===== src/design/vdt_pkg.sv =====
// vdt_pkg: shared types and constants of the vertex dedup table.
// Used by vdt_cell, vdt_near and vertex_dedup_table; no dependencies.
`timescale 1ns / 1ps

package vdt_pkg;

   // Field widths fixed by the interface
   localparam int COORD_W   = 48;           // signed Q31.16 coordinate
   localparam int DIFF_W    = COORD_W + 1;  // exact coordinate difference
   localparam int MAG_W     = 20;           // magnitudes at or above 2^20 never match
   localparam int SQ_W      = 2 * MAG_W;    // one squared magnitude
   localparam int THR_W     = 40;           // squared distance limit, Q.32
   localparam int OUT_IDX_W = 8;            // reported vertex index

   localparam logic [THR_W-1:0] THR_RESET = 40'd4295;  // 1e-6 in Q.32

   // Distance unit depth, cycles from issue to result
   localparam int NEAR_LAT = 3;
   localparam int DRAIN_W  = $clog2(NEAR_LAT);

   // Transaction kinds
   localparam logic KIND_FIND  = 1'b0;
   localparam logic KIND_CLEAR = 1'b1;

   typedef enum logic [1:0] {
      ST_IDLE,
      ST_SCAN,
      ST_DRAIN,
      ST_DONE
   } state_type;

   // Control shared by every cell of the ring
   typedef struct packed {
      logic shift;   // rotate ring one place toward the head
      logic load;    // store the query point in the selected cell
   } cell_ctl_type;

endpackage


===== src/design/vdt_near.sv =====
// vdt_near: three-stage squared distance compare of query against one vertex.
// Depends on vdt_pkg for widths.
`timescale 1ns / 1ps

module vdt_near #(
   parameter int IDX_W = 8
) (
   input  logic                                clock,
   input  logic                                reset,
   input  logic                                in_valid,
   input  logic [IDX_W-1:0]                    in_idx,
   input  logic signed [vdt_pkg::COORD_W-1:0]  query_x,
   input  logic signed [vdt_pkg::COORD_W-1:0]  query_y,
   input  logic signed [vdt_pkg::COORD_W-1:0]  vert_x,
   input  logic signed [vdt_pkg::COORD_W-1:0]  vert_y,
   input  logic [vdt_pkg::THR_W-1:0]           threshold,
   output logic                                out_valid,
   output logic [IDX_W-1:0]                    out_idx,
   output logic                                out_near
);
   import vdt_pkg::*;

   // Stage 1: exact differences and magnitudes
   logic signed [DIFF_W-1:0] dx, dy;
   logic [DIFF_W-1:0]        mag_x, mag_y;
   logic                     big_in;

   assign dx     = {query_x[COORD_W-1], query_x} - {vert_x[COORD_W-1], vert_x};
   assign dy     = {query_y[COORD_W-1], query_y} - {vert_y[COORD_W-1], vert_y};
   assign mag_x  = dx[DIFF_W-1] ? (~dx + 1'b1) : dx;
   assign mag_y  = dy[DIFF_W-1] ? (~dy + 1'b1) : dy;
   assign big_in = (|mag_x[DIFF_W-1:MAG_W]) | (|mag_y[DIFF_W-1:MAG_W]);

   logic             v1_ff;
   logic [IDX_W-1:0] idx1_ff;
   logic [MAG_W-1:0] ax_ff, ay_ff;
   logic             big1_ff;

   // Stage 2: squares
   logic [SQ_W-1:0]  sqx_in, sqy_in;
   logic             v2_ff;
   logic [IDX_W-1:0] idx2_ff;
   logic [SQ_W-1:0]  sqx_ff, sqy_ff;
   logic             big2_ff;

   assign sqx_in = SQ_W'(ax_ff) * SQ_W'(ax_ff);
   assign sqy_in = SQ_W'(ay_ff) * SQ_W'(ay_ff);

   // Stage 3: sum and compare
   logic [SQ_W:0]    sum;
   logic             near_in;
   logic             v3_ff;
   logic [IDX_W-1:0] idx3_ff;
   logic             near3_ff;

   assign sum     = {1'b0, sqx_ff} + {1'b0, sqy_ff};
   assign near_in = !big2_ff && (sum < {1'b0, threshold});

   // Valid chain
   always_ff @(posedge clock) begin
      if (reset) begin
         v1_ff <= 1'b0;
         v2_ff <= 1'b0;
         v3_ff <= 1'b0;
      end else begin
         v1_ff <= in_valid;
         v2_ff <= v1_ff;
         v3_ff <= v2_ff;
      end
   end

   // Payload stages
   always_ff @(posedge clock) begin
      idx1_ff  <= in_idx;
      ax_ff    <= mag_x[MAG_W-1:0];
      ay_ff    <= mag_y[MAG_W-1:0];
      big1_ff  <= big_in;
      idx2_ff  <= idx1_ff;
      sqx_ff   <= sqx_in;
      sqy_ff   <= sqy_in;
      big2_ff  <= big1_ff;
      idx3_ff  <= idx2_ff;
      near3_ff <= near_in;
   end

   assign out_valid = v3_ff;
   assign out_idx   = idx3_ff;
   assign out_near  = near3_ff;

endmodule


===== config.mk =====
export PLATFORM = sky130hd
export DESIGN_NAME = vdt_near
export DESIGN_NICKNAME = d
export VERILOG_FILES = /design/src/design/vdt_pkg.sv /design/src/design/vdt_near.sv
export SDC_FILE = /design/constraint.sdc
export NUM_CORES = 2
export LEC_CHECK = 0
export BUFFER_PORTS_ARGS = -buffer_cell sky130_fd_sc_hd__buf_2
export CORE_MARGIN = 2
export CORE_UTILIZATION = 50
export CTS_CLUSTER_SIZE = 12
export DETAILED_ROUTE_END_ITERATION = 8
export GPL_TIMING_DRIVEN = 0
export HOLD_SLACK_MARGIN = 0.1
export MAX_ROUTING_LAYER = met4
export PLACE_DENSITY = 0.68
export REMOVE_ABC_BUFFERS = 1
export SLEW_MARGIN = 20
export SYNTH_ARGS = -nofsm -noshare
export SYNTH_HDL_FRONTEND = slang
export SYNTH_SLANG_ARGS = --single-unit

===== constraint.sdc =====
create_clock -name clock -period 8.81 [get_ports clock]
set_input_delay 1.3215 -clock clock [delete_from_list [all_inputs] [get_ports clock]]
set_output_delay 1.3215 -clock clock [all_outputs]
set_load 0.1 [all_outputs]

==> flow_summary_export.csv <==
group,metric,value,unit
status,status,"finished clean",
synth,yosys_register_bits,148,
worst_hold_path,min-delay-path-class,"flop to flop",
critical_path,crit_type,"flop to flop",
synth,synth_fa_ha_area_share,46.4,%
floorplanning,rows,99,
clocking,post-cts-setup-buffers,0,
worst_hold_path,holdPathEnd,"out_idx[7]$_DFF_P_",
critical_path,rrSetupSlack,470,ps
layout,ff_latch_area,3010,um2
synth,synth_edf_count,0,
synth,synth-seq-area-share,7.99,%
critical_path,crit_required,9170,ps
placed_design,hpwl,72100,um
synth,yosys_warnings,0,
floorplanning,die_height,276,um
detailed_routing,wirelength,86200,um
floorplanning,start_util,50.6,%
synth,synth-xor-area-share,5.65,%
layout,area_growth,7.20,%
critical_path,crit_path_max_fanout,18,
clocking,htreeDepth,4,
placed_design,gp_congestion,0.936,
layout,fillCellCount,6897,
synth,avgSynthCellArea,8.49,um2
critical_path,startpoint,"ay_ff[16]$_DFF_P_",
critical_path,critPathLaunchType,"flop",
sta,timing.final.max_slew_violations,0,
critical_path,timing.rr.end,"sqy_ff[39]$_DFF_P_",
synth,syn_inst,4366,
clocking,clk_latency,480,ps
critical_path,reg2regPathDepth,24,
critical_path,endpoint_kind,"flop",
floorplanning,die_w,276,um
detailed_routing,num_vias,29617,
global_routing,met1_usage,30.1,%
synth,synth_top_flop_cell,"dfxtp_1",
floorplanning,dieArea,76300,um2
detailed_routing,postRouteAntennaNets,0,
global_routing,grt_first_pass_wirelength,146000,um
clocking,clk_pin_slew_worst_paths,60,ps
global_routing,met3_usage,2.70,%
synth,synth_compound_area_share,13.8,%
detailed_routing,drtPass1Iterations,7,
global_routing,grt_max_degree,32,
synth,synthArstFlopShare,0,%
placed_design,place_area,39000,um2
run,maxCapViolCount,0,
global_routing,overflow,0,
worst_hold_path,min_from,"idx2_ff[7]$_DFF_P_",
detailed_routing,viasPerCell,5.40,
global_routing,grt-busiest-layer,"met2",
worst_hold_path,holdPathStages,0,
sta,setup_viol,0,
global_routing,grt_pass1_vias,30514,
clocking,clock-sinks,148,
sta,fmax,120,MHz
detailed_routing,wire_per_inst,15.7,um
global_routing,gr-usage-met2,40.3,%
sta,finalCritPeriodShare,94.7,%
clocking,clockBufferDepth,2,
synth,netlist_area,37100,um2
synth,yosysUniqueCellTypes,93,
clocking,numCtsBuffers,17,
floorplanning,core-area,73200,um2
clocking,cts_tree,"yes",
placed_design,port-buffer-count,252,
global_routing,grt_usage,23.8,%
sta,hold_viol,0,
sta,skew,15.2,ps
synth,synth_top_family_by_area,"adder cells",
synth,yosys.area_share.simple,15.8,%
detailed_routing,drc,0,
layout,nets,5782,
layout,finalCoreUtilization,54.3,%
floorplanning,io_pins,253,
synth,synthMuxAreaShare,0.365,%
layout,drive_above_1_share,8.49,%
detailed_routing,dr.first_iter.drc_count,1497,
global_routing,antenna_found_initial,8,
layout,multiInputGateArea,30400,um2
sta,tightestPinTransition,1170,ps
sta,slew_headroom,22.0,%
layout,fin_area,39700,um2
critical_path,r2r_start,"ay_ff[16]$_DFF_P_",
clocking,clock-root-buffer,"clkbuf_16",
clocking,cts_hold_buf,0,
sta,min_period,8340,ps
critical_path,crit_arrival,8700,ps
## sequential cells by signal (all words and copies together), names as in the netlist
register / count
sqx_ff: 39
out_valid: 1
out_near: 1
idx1_ff: 8
ax_ff: 20
idx2_ff: 8
v1_ff: 1
v2_ff: 1
big1_ff: 1
big2_ff: 1
ay_ff: 20
sqy_ff: 39
out_idx: 8
## layout by cell type, fill, tap and decap left out, types with 17 or more instances in the layout
cell and n:
and2_1 163, o211ai_1 25, nand4_1 45, nor2_1 186, a21oi_1 234, and3_1 36, or3_1 26, o31ai_1 23
o21a_1 44, nor2b_1 48, buf_2 252, xnor2_1 162, fa_1 558, nand2b_1 35, nand3_1 66, dfxtp_1 130
inv_1 860, clkbuf_16 17, xor2_1 77, nand2_1 378, a21o_1 87, or2_2 21, o21bai_1 26, o21ai_0 125
a211oi_1 37, ha_1 481, nor3_1 65, a31oi_1 20
## Yosys cell counts (35+ instances only)
| cell type | number | area (um2) |
|---|---|---|
| ha_1 | 481 | 6020 |
| xnor2_1 | 162 | 1420 |
| xor2_1 | 77 | 674 |
| a21o_1 | 87 | 653 |
| fa_1 | 558 | 11200 |
| clkbuf_1 | 133 | 499 |
| and3_1 | 36 | 225 |
| nand2_1 | 378 | 1420 |
| nand3_1 | 66 | 330 |
| nor3_1 | 65 | 325 |
| dfxtp_1 | 148 | 2960 |
| o21ai_0 | 125 | 626 |
| and2_1 | 163 | 1020 |
| nor2_1 | 186 | 698 |
| o21a_1 | 44 | 330 |
| a21oi_1 | 234 | 1170 |
| a211oi_1 | 37 | 278 |
| nor2b_1 | 48 | 300 |
| nand4_1 | 45 | 282 |
| nand2b_1 | 35 | 219 |
| inv_1 | 860 | 3230 |
## area by class of cell
type	instances	share of cell area, %
Multi-Input combinational cell	3220	76.5
Inverter	860	8.12
Sequential cell	148	7.57
Timing Repair Buffer	253	3.20
Tap cell	959	3.02
Clock buffer	19	1.14
Clock inverter	13	0.375
Antenna cell	8	0.0504
## metrics by stage
| stage | instances | hold WS, ps | TNS (ps) | setup slack (ps) |
|---|---|---|---|---|
| detailed placement | 5440 | 312 | -577 | -395 |
| global placement | 5439 | 310 | -325 | -277 |
| floorplan | 4228 | 310 | 0 | 972 |
| finish | 5480 | 321 | 0 | 466 |
| global route | 5480 | 330 | -59.1 | -59.1 |
| CTS | 5472 | 322 | 0 | 69.6 |
## worst max-delay path: stages (launching register included)
cell	delay, ps
dfxtp_1	910
nand2_1	240
fa_1	560
inv_1	60
fa_1	520
inv_1	60
fa_1	490
inv_1	50
fa_1	470
fa_1	560
fa_1	430
fa_1	470
ha_1	400
nand4_1	160
or4b_2	680
a21oi_1	330
a2111oi_4	120
o31ai_2	350
a41oi_1	220
a2111oi_1	470
o21ai_0	190
nand2b_1	120
a31o_2	150
a21oi_1	70
xnor2_1	130
## routing by layer
layer / share of wire, % / vias to the layer above
met5: 0 / -
met2: 48 / 661
met1: 45 / 14298
met4: 2.5 / 0
met3: 4.3 / 133
li1: - / 14525
## worst max path at each step
stage | cells past startpoint | to
finish | 24 | sqy_ff[39]$_DFF_P_
global route | 29 | sqy_ff[39]$_DFF_P_
CTS | 29 | sqy_ff[39]$_DFF_P_
detailed placement | 29 | sqy_ff[39]$_DFF_P_
global placement | 29 | sqy_ff[39]$_DFF_P_
floorplan | 29 | sqy_ff[39]$_DFF_P_
## logic make-up (layout without fill, tap and decap cells)
family	count (synthesis)	in the layout
other	0	8
adder cells (fa/ha/maj)	1039	1039
AO/OA/AOI/OAI	776	776
multiplexers	13	13
flip-flops	148	148
XOR/XNOR	239	239
AND/OR/NAND/NOR	1153	1153
buffers and inverters	998	1145
## what timing repair did
action | CTS | global route
resized for setup | 12 | 19
pin swaps | 0 | 0
hold endpoints to repair | 0 | 0
endpoints found under the setup margin | 3 | 3
Power is left out: the tool's default activity adds up to more than one toggle a clock period on the data nets, which glitch-free logic cannot reach.
