<file path="config.mk">
export PLATFORM = sky130hd
export DESIGN_NAME = vdt_cell
export DESIGN_NICKNAME = d
export VERILOG_FILES = /design/src/design/vdt_pkg.sv /design/src/design/vdt_cell.sv
export SDC_FILE = /design/constraint.sdc
export NUM_CORES = 1
export LEC_CHECK = 0
export BUFFER_PORTS_ARGS = -buffer_cell sky130_fd_sc_hd__buf_4
export CAP_MARGIN = 20
export CORE_AREA = 2 2 114 116
export DETAILED_ROUTE_END_ITERATION = 10
export DIE_AREA = 0 0 116 118
export PLACE_DENSITY = 0.76
export SYNTH_ARGS = -nofsm -noshare
export SYNTH_HDL_FRONTEND = slang
export SYNTH_SLANG_ARGS = --single-unit
export TNS_END_PERCENT = 20
</file>
<file path="constraint.sdc">
create_clock -name clock -period 5 [get_ports clock]
set_input_delay 0.75 -clock clock [delete_from_list [all_inputs] [get_ports clock]]
set_output_delay 0.75 -clock clock [all_outputs]
set_load 0.005 [all_outputs]
</file>
<file path="src/design/vdt_pkg.sv">
// vdt_pkg: shared types and constants of the vertex dedup table.
// Used by vdt_cell, vdt_near and vertex_dedup_table; no dependencies.
`timescale 1ns / 1ps

package vdt_pkg;

   // Field widths fixed by the interface
   localparam int COORD_W   = 48;           // signed Q31.16 coordinate
   localparam int DIFF_W    = COORD_W + 1;  // exact coordinate difference
   localparam int MAG_W     = 20;           // magnitudes at or above 2^20 never match
   localparam int SQ_W      = 2 * MAG_W;    // one squared magnitude
   localparam int THR_W     = 40;           // squared distance limit, Q.32
   localparam int OUT_IDX_W = 8;            // reported vertex index

   localparam logic [THR_W-1:0] THR_RESET = 40'd4295;  // 1e-6 in Q.32

   // Distance unit depth, cycles from issue to result
   localparam int NEAR_LAT = 3;
   localparam int DRAIN_W  = $clog2(NEAR_LAT);

   // Transaction kinds
   localparam logic KIND_FIND  = 1'b0;
   localparam logic KIND_CLEAR = 1'b1;

   typedef enum logic [1:0] {
      ST_IDLE,
      ST_SCAN,
      ST_DRAIN,
      ST_DONE
   } state_type;

   // Control shared by every cell of the ring
   typedef struct packed {
      logic shift;   // rotate ring one place toward the head
      logic load;    // store the query point in the selected cell
   } cell_ctl_type;

endpackage

</file>
<file path="src/design/vdt_cell.sv">
// vdt_cell: one slot of the vertex ring, holds one stored point.
// Depends on vdt_pkg for coordinate width and the cell control struct.
`timescale 1ns / 1ps

module vdt_cell (
   input  logic                                clock,
   input  vdt_pkg::cell_ctl_type               ctl,
   input  logic                                sel,
   input  logic signed [vdt_pkg::COORD_W-1:0]  next_x,
   input  logic signed [vdt_pkg::COORD_W-1:0]  next_y,
   input  logic signed [vdt_pkg::COORD_W-1:0]  load_x,
   input  logic signed [vdt_pkg::COORD_W-1:0]  load_y,
   output logic signed [vdt_pkg::COORD_W-1:0]  point_x,
   output logic signed [vdt_pkg::COORD_W-1:0]  point_y
);
   import vdt_pkg::*;

   logic signed [COORD_W-1:0] x_ff, x_in;
   logic signed [COORD_W-1:0] y_ff, y_in;

   // Append has priority; otherwise take the neighbor's point while rotating
   always_comb begin
      x_in = x_ff;
      y_in = y_ff;
      if (ctl.load && sel) begin
         x_in = load_x;
         y_in = load_y;
      end else if (ctl.shift) begin
         x_in = next_x;
         y_in = next_y;
      end
   end

   // Payload only, no reset
   always_ff @(posedge clock) begin
      x_ff <= x_in;
      y_ff <= y_in;
   end

   assign point_x = x_ff;
   assign point_y = y_ff;

endmodule

</file>
==> results.sh, run 1 <==
export IMPL_status="completed"
export IMPL_coreArea_um2=12400
export IMPL_io_buffers=291
export IMPL_synth_edf_count=96
export IMPL_ys_ff_latch=96
export IMPL_start_util_pct=33.5
export IMPL_ys_flop_type="edfxtp_1"
export IMPL_hold_path_class="primary input to flop"
export IMPL_final_hold_viol_count=0
export IMPL_seq_area_frac_synth_pct=69.3
export IMPL_cp_start_kind="primary input"
export IMPL_overflow=0
export IMPL_syn_avg_cell_area_um2=20.4
export IMPL_die_y_um=118
export IMPL_yosys_top_cells_area="edfxtp_1, mux2_2, mux2_4"
export IMPL_syn_area_um2=4160
export IMPL_slowest_delay_ps=670
export IMPL_place_hpwl_mm=8.79
export IMPL_layout_min_cycle_time_ps=2630
export IMPL_cp_common_cell="buf_4"
export IMPL_post_drt_wl_per_cell_um=16.6
export IMPL_peakVddDrop_mv=0.198
export IMPL_tightest_slew_ps=769
export IMPL_hp_start="next_x[30]"
export IMPL_ant_nets=0
export IMPL_antenna_found_initial=0
export IMPL_num_io_pins=292
export IMPL_routed_wl_mm=11.2
export IMPL_grt_max_degree=59
export IMPL_max_freq_mhz=381
export IMPL_path_class="primary input to flop"
export IMPL_fin_crit_sh_pct=52.5
export IMPL_critPathArrivalTime_ps=2580
export IMPL_relSlewSlack_pct=48.7
export IMPL_grt_usage_pct=15.6
export IMPL_hold_buffers=0
export IMPL_synth_top_area_share_pct=69.3
export IMPL_yosysWarnings=0
export IMPL_synth_cell_types=7
export IMPL_antenna_cells=0
export IMPL_place_congestion=0.748
export IMPL_finalPower_uw=2030
export IMPL_clockBufferDepth=2
export IMPL_fin_tns_setup_ps=0
export IMPL_dpl_worst_slack_ps=2000
export IMPL_grt_first_pass_wirelength_mm=16.0
export IMPL_critical_path_slowest_cell="buf_4"
export IMPL_drcViolationCount=0
export IMPL_die_area_um2=13700
export IMPL_layout_setup_ws_ps=2370
export IMPL_syn_inst=204
export IMPL_fin_area_um2=6780
export IMPL_synthTopCellsByCount="edfxtp_1, mux2_2, mux2_4"
export IMPL_rsz0062_at_grt="no"
export IMPL_fin_nets=694
export IMPL_path_clk_slew_ps=70
export IMPL_report_final_setup_viol=0
export IMPL_cts_sinks=96
export IMPL_area_delta_synth_final_pct=62.9
export IMPL_path_cells="buf_4 -> nand2_4 -> nand2b_4 -> buf_4"
export IMPL_multi_input_area_um2=1210
export IMPL_critPathMaxFanout=58
export IMPL_powerDensity_nw_per_um2=300
export IMPL_synthArstFlopShare_pct=0
export IMPL_area_sequential_um2=2880
export IMPL_grt_pass1_vias=3113
export IMPL_cts_max_level=3
export IMPL_cts_made_buffers=9
export IMPL_drive_gt1_share_pct=80.3
export IMPL_die_w_um=116
export IMPL_leakagePower_uw=0.00304
export IMPL_drt_iter0_drc=122
export IMPL_hold_end="point_x[30]$_DFFE_PP_"
export IMPL_yosys_area_top_type="edfxtp_1"
export IMPL_drtPass1Iterations=4
export IMPL_cap_violations=0
export IMPL_postCtsSetupRepairBufs=0
export IMPL_cts_resized=0
export IMPL_cp_required_ps=4960
export IMPL_dpl_cell_area_um2=6510
export IMPL_num_vias=2997
export IMPL_synth_nets=400
export IMPL_vias_per_cell=4.44
export IMPL_clockRootBuffer="clkbuf_16"
export IMPL_cts_tree="built"
export IMPL_yosysMostFrequentCell="edfxtp_1"
export IMPL_hold_depth=2
export IMPL_n_fill_cell=1030
export IMPL_drv_slew=0
export IMPL_row_count=41
export IMPL_cp_end_kind="flop"
export IMPL_utilization_pct=54.6
==> sequential cells by signal (all words and copies together), names as in the netlist <==
signal	flops
point_x	48
point_y	48
==> area by class of cell <==
| cell class | instances | share of cell area [%] |
|---|---|---|
| flip-flops and latches | 96 | 42.5 |
| repair buffers | 293 | 32.5 |
| multi-input cells | 98 | 17.9 |
| well taps | 172 | 3.18 |
| clock inverters | 5 | 0.480 |
| clock buffers | 11 | 3.43 |
==> metal layers <==
layer | track usage [%] | vias to the layer above | share of wire (%)
li1 | - | 1394 | -
met1 | 15.7 | 1403 | 34
met2 | 28.7 | 184 | 52
met3 | 6.18 | 16 | 11
met4 | 5.73 | 0 | 2.2
met5 | 0 | - | 0
==> critical path, delay by kind of cell <==
kind	cells	cell delay (ps)
buffers and inverters	2	770
and+or+nand+nor	2	940
==> metrics by stage <==
step                      hold slack [ps]  cells
final                                 715    675
after global routing                  700    675
after CTS                             703    675
after detailed placement             1050    659
after global placement               1050    659
after floorplan                       967    204
==> power breakdown <==
part | total (uW) | switching [uW] | internal (uW)
clock | 618 | 281 | 337
combinational | 393 | 129 | 264
sequential | 1020 | 26.4 | 994
==> logic make-up after synthesis <==
family	Yosys count	synth area share, %
mux	96	28.6
simple gates	2	0.301
flops	96	69.3
buf+inv	10	1.80
==> worst max path at each step <==
stage            from               endpoint  slack [ps]  cells past startpoint
6_report       ctl[0]  point_x[45]$_DFFE_PP_        2370                      4
5_1_grt        ctl[0]  point_x[45]$_DFFE_PP_        2210                      4
4_1_cts        ctl[0]  point_x[45]$_DFFE_PP_        2350                      4
3_5_place_dp   ctl[0]  point_x[47]$_DFFE_PP_        2000                      4
3_3_place_gp   ctl[0]  point_x[15]$_DFFE_PP_        2120                      4
2_1_floorplan  ctl[0]   point_x[0]$_DFFE_PP_        1210                      4
==> cell usage in the layout (no fill, tap or decap), drive strengths merged <==
cell type  netlist  routed
buf             10     293
edfxtp          96      96
mux2            96      96
clkbuf           0      11
clkinvlp         0       2
clkinv           0       2
nand2            1       1
nand2b           1       1
inv              0       1
(Power assumes the default switching activity.)
==> inputs of run 2 (changes only) <==
--- a/config.mk
+++ b/config.mk
@@ -7,10 +7,10 @@
 export LEC_CHECK = 0
 export BUFFER_PORTS_ARGS = -buffer_cell sky130_fd_sc_hd__buf_4
 export CAP_MARGIN = 20
-export CORE_AREA = 2 2 114 116
+export CORE_AREA = 2 2 113 115
 export DETAILED_ROUTE_END_ITERATION = 10
-export DIE_AREA = 0 0 116 118
-export PLACE_DENSITY = 0.76
+export DIE_AREA = 0 0 115 117
+export PLACE_DENSITY = 0.8
 export SYNTH_ARGS = -nofsm -noshare
 export SYNTH_HDL_FRONTEND = slang
 export SYNTH_SLANG_ARGS = --single-unit
==> constraint.sdc (replaced) <==
create_clock -name clock -period 2.1 [get_ports clock]
set_input_delay 0.315 -clock clock [delete_from_list [all_inputs] [get_ports clock]]
set_output_delay 0.315 -clock clock [all_outputs]
set_load 0.005 [all_outputs]
==> results.sh, run 2 (synthesized netlist as in run 1, its figures left out) <==
export IMPL_status="completed"
export IMPL_cts_made_buffers=9
export IMPL_tightest_slew_ps=715
export IMPL_hp_start="load_x[35]"
export IMPL_area_delta_synth_final_pct=63.0
export IMPL_fin_nets=697
export IMPL_fin_crit_sh_pct=57.2
export IMPL_rsz0062_at_grt="no"
export IMPL_drt_iter0_drc=108
export IMPL_drv_slew=0
export IMPL_drive_gt1_share_pct=79.8
export IMPL_drtPass1Iterations=4
export IMPL_layout_min_cycle_time_ps=1200
export IMPL_num_io_pins=292
export IMPL_leakagePower_uw=0.00306
export IMPL_fin_area_um2=6780
export IMPL_coreArea_um2=12300
export IMPL_place_hpwl_mm=8.59
export IMPL_n_fill_cell=977
export IMPL_clockBufferDepth=2
export IMPL_peakVddDrop_mv=0.341
export IMPL_cts_tree="built"
export IMPL_final_hold_viol_count=0
export IMPL_overflow=0
export IMPL_critPathMaxFanout=56
export IMPL_path_class="primary input to flop"
export IMPL_fin_tns_setup_ps=0
export IMPL_final_cell_mix="buf_4, edfxtp_1, mux2_2, mux2_4, clkbuf_16"
export IMPL_cts_sinks=96
export IMPL_cp_end_kind="flop"
export IMPL_critPathArrivalTime_ps=1170
export IMPL_grt_usage_pct=15.1
export IMPL_cap_violations=0
export IMPL_max_freq_mhz=833
export IMPL_row_count=41
export IMPL_dpl_cell_area_um2=6530
export IMPL_grt_max_degree=57
export IMPL_ant_nets=0
export IMPL_cts_max_level=3
export IMPL_hold_buffers=0
export IMPL_post_drt_wl_per_cell_um=16.6
export IMPL_vias_per_cell=4.48
export IMPL_place_congestion=0.762
export IMPL_grt_first_pass_wirelength_mm=14.8
export IMPL_hold_depth=2
export IMPL_clockRootBuffer="clkbuf_16"
export IMPL_drcViolationCount=0
export IMPL_powerDensity_nw_per_um2=708
export IMPL_layout_commonest_cell="buf_4"
export IMPL_relSlewSlack_pct=52.3
export IMPL_report_final_setup_viol=0
export IMPL_die_w_um=115
export IMPL_cp_required_ps=2070
export IMPL_cp_start_kind="primary input"
export IMPL_die_y_um=117
export IMPL_path_clk_slew_ps=60
export IMPL_start_util_pct=33.8
export IMPL_cts_resized=0
export IMPL_antenna_found_initial=1
export IMPL_num_vias=2937
export IMPL_routed_wl_mm=10.9
export IMPL_io_buffers=291
export IMPL_die_area_um2=13500
export IMPL_cp_startpoint="sel"
export IMPL_hold_end="point_x[35]$_DFFE_PP_"
export IMPL_postCtsSetupRepairBufs=0
export IMPL_grt_pass1_vias=2872
export IMPL_hold_path_class="primary input to flop"
[run 2: changes by cell type in the layout (fill, tap and decap cells not counted), sizes merged]
cell      change
buf           +3
clkbuf        +2
clkinvlp      -2
diode         +1
inv           -1
[run 2: cell type report]
class	count	area [um^2]	area share [%]
Multi-Input combinational cell	98	1210	17.9
Timing Repair Buffer	296	2250	33.1
Tap cell	150	188	2.77
Clock inverter	2	7.51	0.111
Antenna cell	1	2.50	0.0369
Clock buffer	13	240	3.54
Sequential cell	96	2880	42.5
[run 2: power by group]
part           leakage, uW  internal (uW)  switching, uW
clock network     0.000119            790            641
logic              0.00198            635            305
registers         0.000959           2370           62.1
total              0.00306           3790           1010
[run 2: critical path: stages]
cell      delay, ps
buf_4           100
nand2_4          80
nand2b_4         70
buf_4           560
[run 2: how the worst max path moves through the flow]
| stage | to | slack (ps) | cells past startpoint |
|---|---|---|---|
| 4_1_cts | point_y[39] | 860 | 1 |
| 2_1_floorplan | point_x[0]$_DFFE_PP_ | 340 | 4 |
| 6_report | point_x[37]$_DFFE_PP_ | 900 | 4 |
| 3_3_place_gp | point_x[36]$_DFFE_PP_ | 580 | 4 |
| 5_1_grt | point_y[13]$_DFFE_PP_ | 850 | 4 |
| 3_5_place_dp | point_x[36]$_DFFE_PP_ | 540 | 4 |
[run 2: per-stage QoR]
stage	worst slack, ps	hold slack [ps]	utilization, %	total power, uW	std cells
after global routing	850	257	55.1	5010	655
after CTS	864	252	55.1	4880	655
after global placement	579	616	53.1	3400	640
after detailed placement	539	618	53.1	3430	640
final	900	271	55.1	4800	656
after floorplan	337	532	-	2750	204
[run 2: routing by layer]
layer  vias up  GRT usage, %  part of all wire [%]
met5         -             0                     0
met4         0          8.19                   2.5
met3        18          6.44                    12
met2       180          26.5                    51
met1      1344          15.2                    35
li1       1395             -                     -
==> inputs of run 3 (changes only) <==
--- a/config.mk
+++ b/config.mk
@@ -7,10 +7,10 @@
 export LEC_CHECK = 0
 export BUFFER_PORTS_ARGS = -buffer_cell sky130_fd_sc_hd__buf_4
 export CAP_MARGIN = 20
-export CORE_AREA = 2 2 113 115
+export CORE_AREA = 2 2 114 116
 export DETAILED_ROUTE_END_ITERATION = 10
-export DIE_AREA = 0 0 115 117
-export PLACE_DENSITY = 0.8
+export DIE_AREA = 0 0 116 118
+export PLACE_DENSITY = 0.76
 export SYNTH_ARGS = -nofsm -noshare
 export SYNTH_HDL_FRONTEND = slang
 export SYNTH_SLANG_ARGS = --single-unit
==> constraint.sdc (replaced) <==
create_clock -name clock -period 1.3 [get_ports clock]
set_input_delay 0.195 -clock clock [delete_from_list [all_inputs] [get_ports clock]]
set_output_delay 0.195 -clock clock [all_outputs]
set_load 0.005 [all_outputs]
==> results.sh, run 3 (synthesized netlist as in run 1, its figures left out) <==
export IMPL_fin_crit_sh_pct=84.3
export IMPL_die_y_um=118
export IMPL_hold_buffers=0
export IMPL_critPathMaxFanout=1
export IMPL_grt_usage_pct=15.9
export IMPL_critical_path_top_delay_family="flip-flops"
export IMPL_start_util_pct=33.5
export IMPL_final_hold_viol_count=0
export IMPL_peakVddDrop_mv=0.698
export IMPL_critPathArrivalTime_ps=900
export IMPL_rsz0062_at_grt="no"
export IMPL_cp_end_kind="output pin"
export IMPL_drv_slew=0
export IMPL_fin_nets=704
export IMPL_num_io_pins=292
export IMPL_cp_required_ps=1110
export IMPL_vias_per_cell=4.46
export IMPL_antenna_cells=0
export IMPL_num_vias=3055
export IMPL_die_w_um=116
export IMPL_coreArea_um2=12400
export IMPL_status="completed"
export IMPL_grt_first_pass_wirelength_mm=16.4
export IMPL_timing_critical_path_buf_inv=1
export IMPL_antenna_found_initial=0
export IMPL_comb_power_share_pct=19.2
export IMPL_final_cells=685
export IMPL_utilization_pct=56.0
export IMPL_dp_cells=669
export IMPL_critical_path_slowest_cell="edfxtp_1"
export IMPL_max_freq_mhz=913
export IMPL_hold_ws_ps=156
export IMPL_row_count=41
export IMPL_n_fill_cell=1037
export IMPL_cap_violations=0
export IMPL_dpl_worst_slack_ps=-26.5
export IMPL_layout_setup_ws_ps=204
export IMPL_layout_min_cycle_time_ps=1100
export IMPL_cts_resized=0
export IMPL_die_area_um2=13700
export IMPL_drcViolationCount=0
export IMPL_path_class="flop to output pin"
export IMPL_pwr_share_clk_pct=32.3
export IMPL_ant_nets=0
export IMPL_cts_sinks=96
export IMPL_switchingPower_uw=1740
export IMPL_cts_made_buffers=9
export IMPL_leakagePower_uw=0.00313
export IMPL_clockBufferDepth=2
export IMPL_post_drt_wl_per_cell_um=16.6
export IMPL_powerDensity_nw_per_um2=1170
export IMPL_tightest_slew_ps=250
export IMPL_fin_tns_setup_ps=0
export IMPL_cts_max_level=3
export IMPL_postCtsSetupRepairBufs=0
export IMPL_report_final_setup_viol=0
export IMPL_grt_max_degree=44
export IMPL_slowest_delay_ps=410
export IMPL_path_cells="buf_4"
export IMPL_path_clk_slew_ps=70
export IMPL_power_internal_uw=6370
export IMPL_area_delta_synth_final_pct=67.2
export IMPL_routed_wl_mm=11.3
export IMPL_place_congestion=0.795
export IMPL_final_cell_mix="buf_4, edfxtp_1, mux2_2, mux2_4, clkbuf_16"
export IMPL_place_hpwl_mm=9.11
export IMPL_io_buffers=291
export IMPL_cp_start_kind="flop"
export IMPL_layout_commonest_cell="buf_4"
export IMPL_drt_iter0_drc=116
export IMPL_drtPass1Iterations=4
export IMPL_clockRootBuffer="clkbuf_16"
export IMPL_p_seq_share_pct=48.5
export IMPL_overflow=0
export IMPL_grt_pass1_vias=3237
export IMPL_relSlewSlack_pct=83.3
export IMPL_cts_tree="built"
export IMPL_drive_gt1_share_pct=81.1
export IMPL_hold_path_class="primary input to flop"
export IMPL_p_sw_share_pct=21.4
[run 3: worst paths after layout]
path             startpoint                    end  slack [ps]  depth (start not counted)
max   point_x[19]$_DFFE_PP_            point_x[19]         200                          1
min              next_x[21]  point_x[21]$_DFFE_PP_         160                          2
[run 3: area by class of cell]
class	instances	area (um^2)	share of cell area (%)
clock buffers	9	225	3.24
clock inverters	7	72.6	1.04
multi-input cells	98	1220	17.6
flip-flops and latches	96	2880	41.4
well taps	172	215	3.09
repair buffers	303	2340	33.6
[run 3: stage by stage]
stage | total power, uW | cell area, um^2
after floorplan | 4450 | 4190
after global placement | 5550 | 6660
after detailed placement | 5590 | 6660
after CTS | 8210 | 6960
after global routing | 8440 | 6960
final | 8100 | 6960
[run 3: per-layer routing]
metal	GRT usage, %	wire length (um)	vias to the layer above
li1	-	-	1412
met1	16.9	4010	1438
met2	28.9	5910	188
met3	5.41	1180	17
met4	5.43	244	0
met5	0	0	-
[run 3: power groups by stage]
| stage | sequential (uW) | combinational [uW] | clock (uW) |
|---|---|---|---|
| floorplan | 4030 | 417 | 0 |
| global placement | 4000 | 1550 | 0 |
| detailed placement | 4000 | 1580 | 0 |
| CTS | 3940 | 1590 | 2690 |
| global route | 3960 | 1660 | 2810 |
| finish | 3930 | 1560 | 2610 |
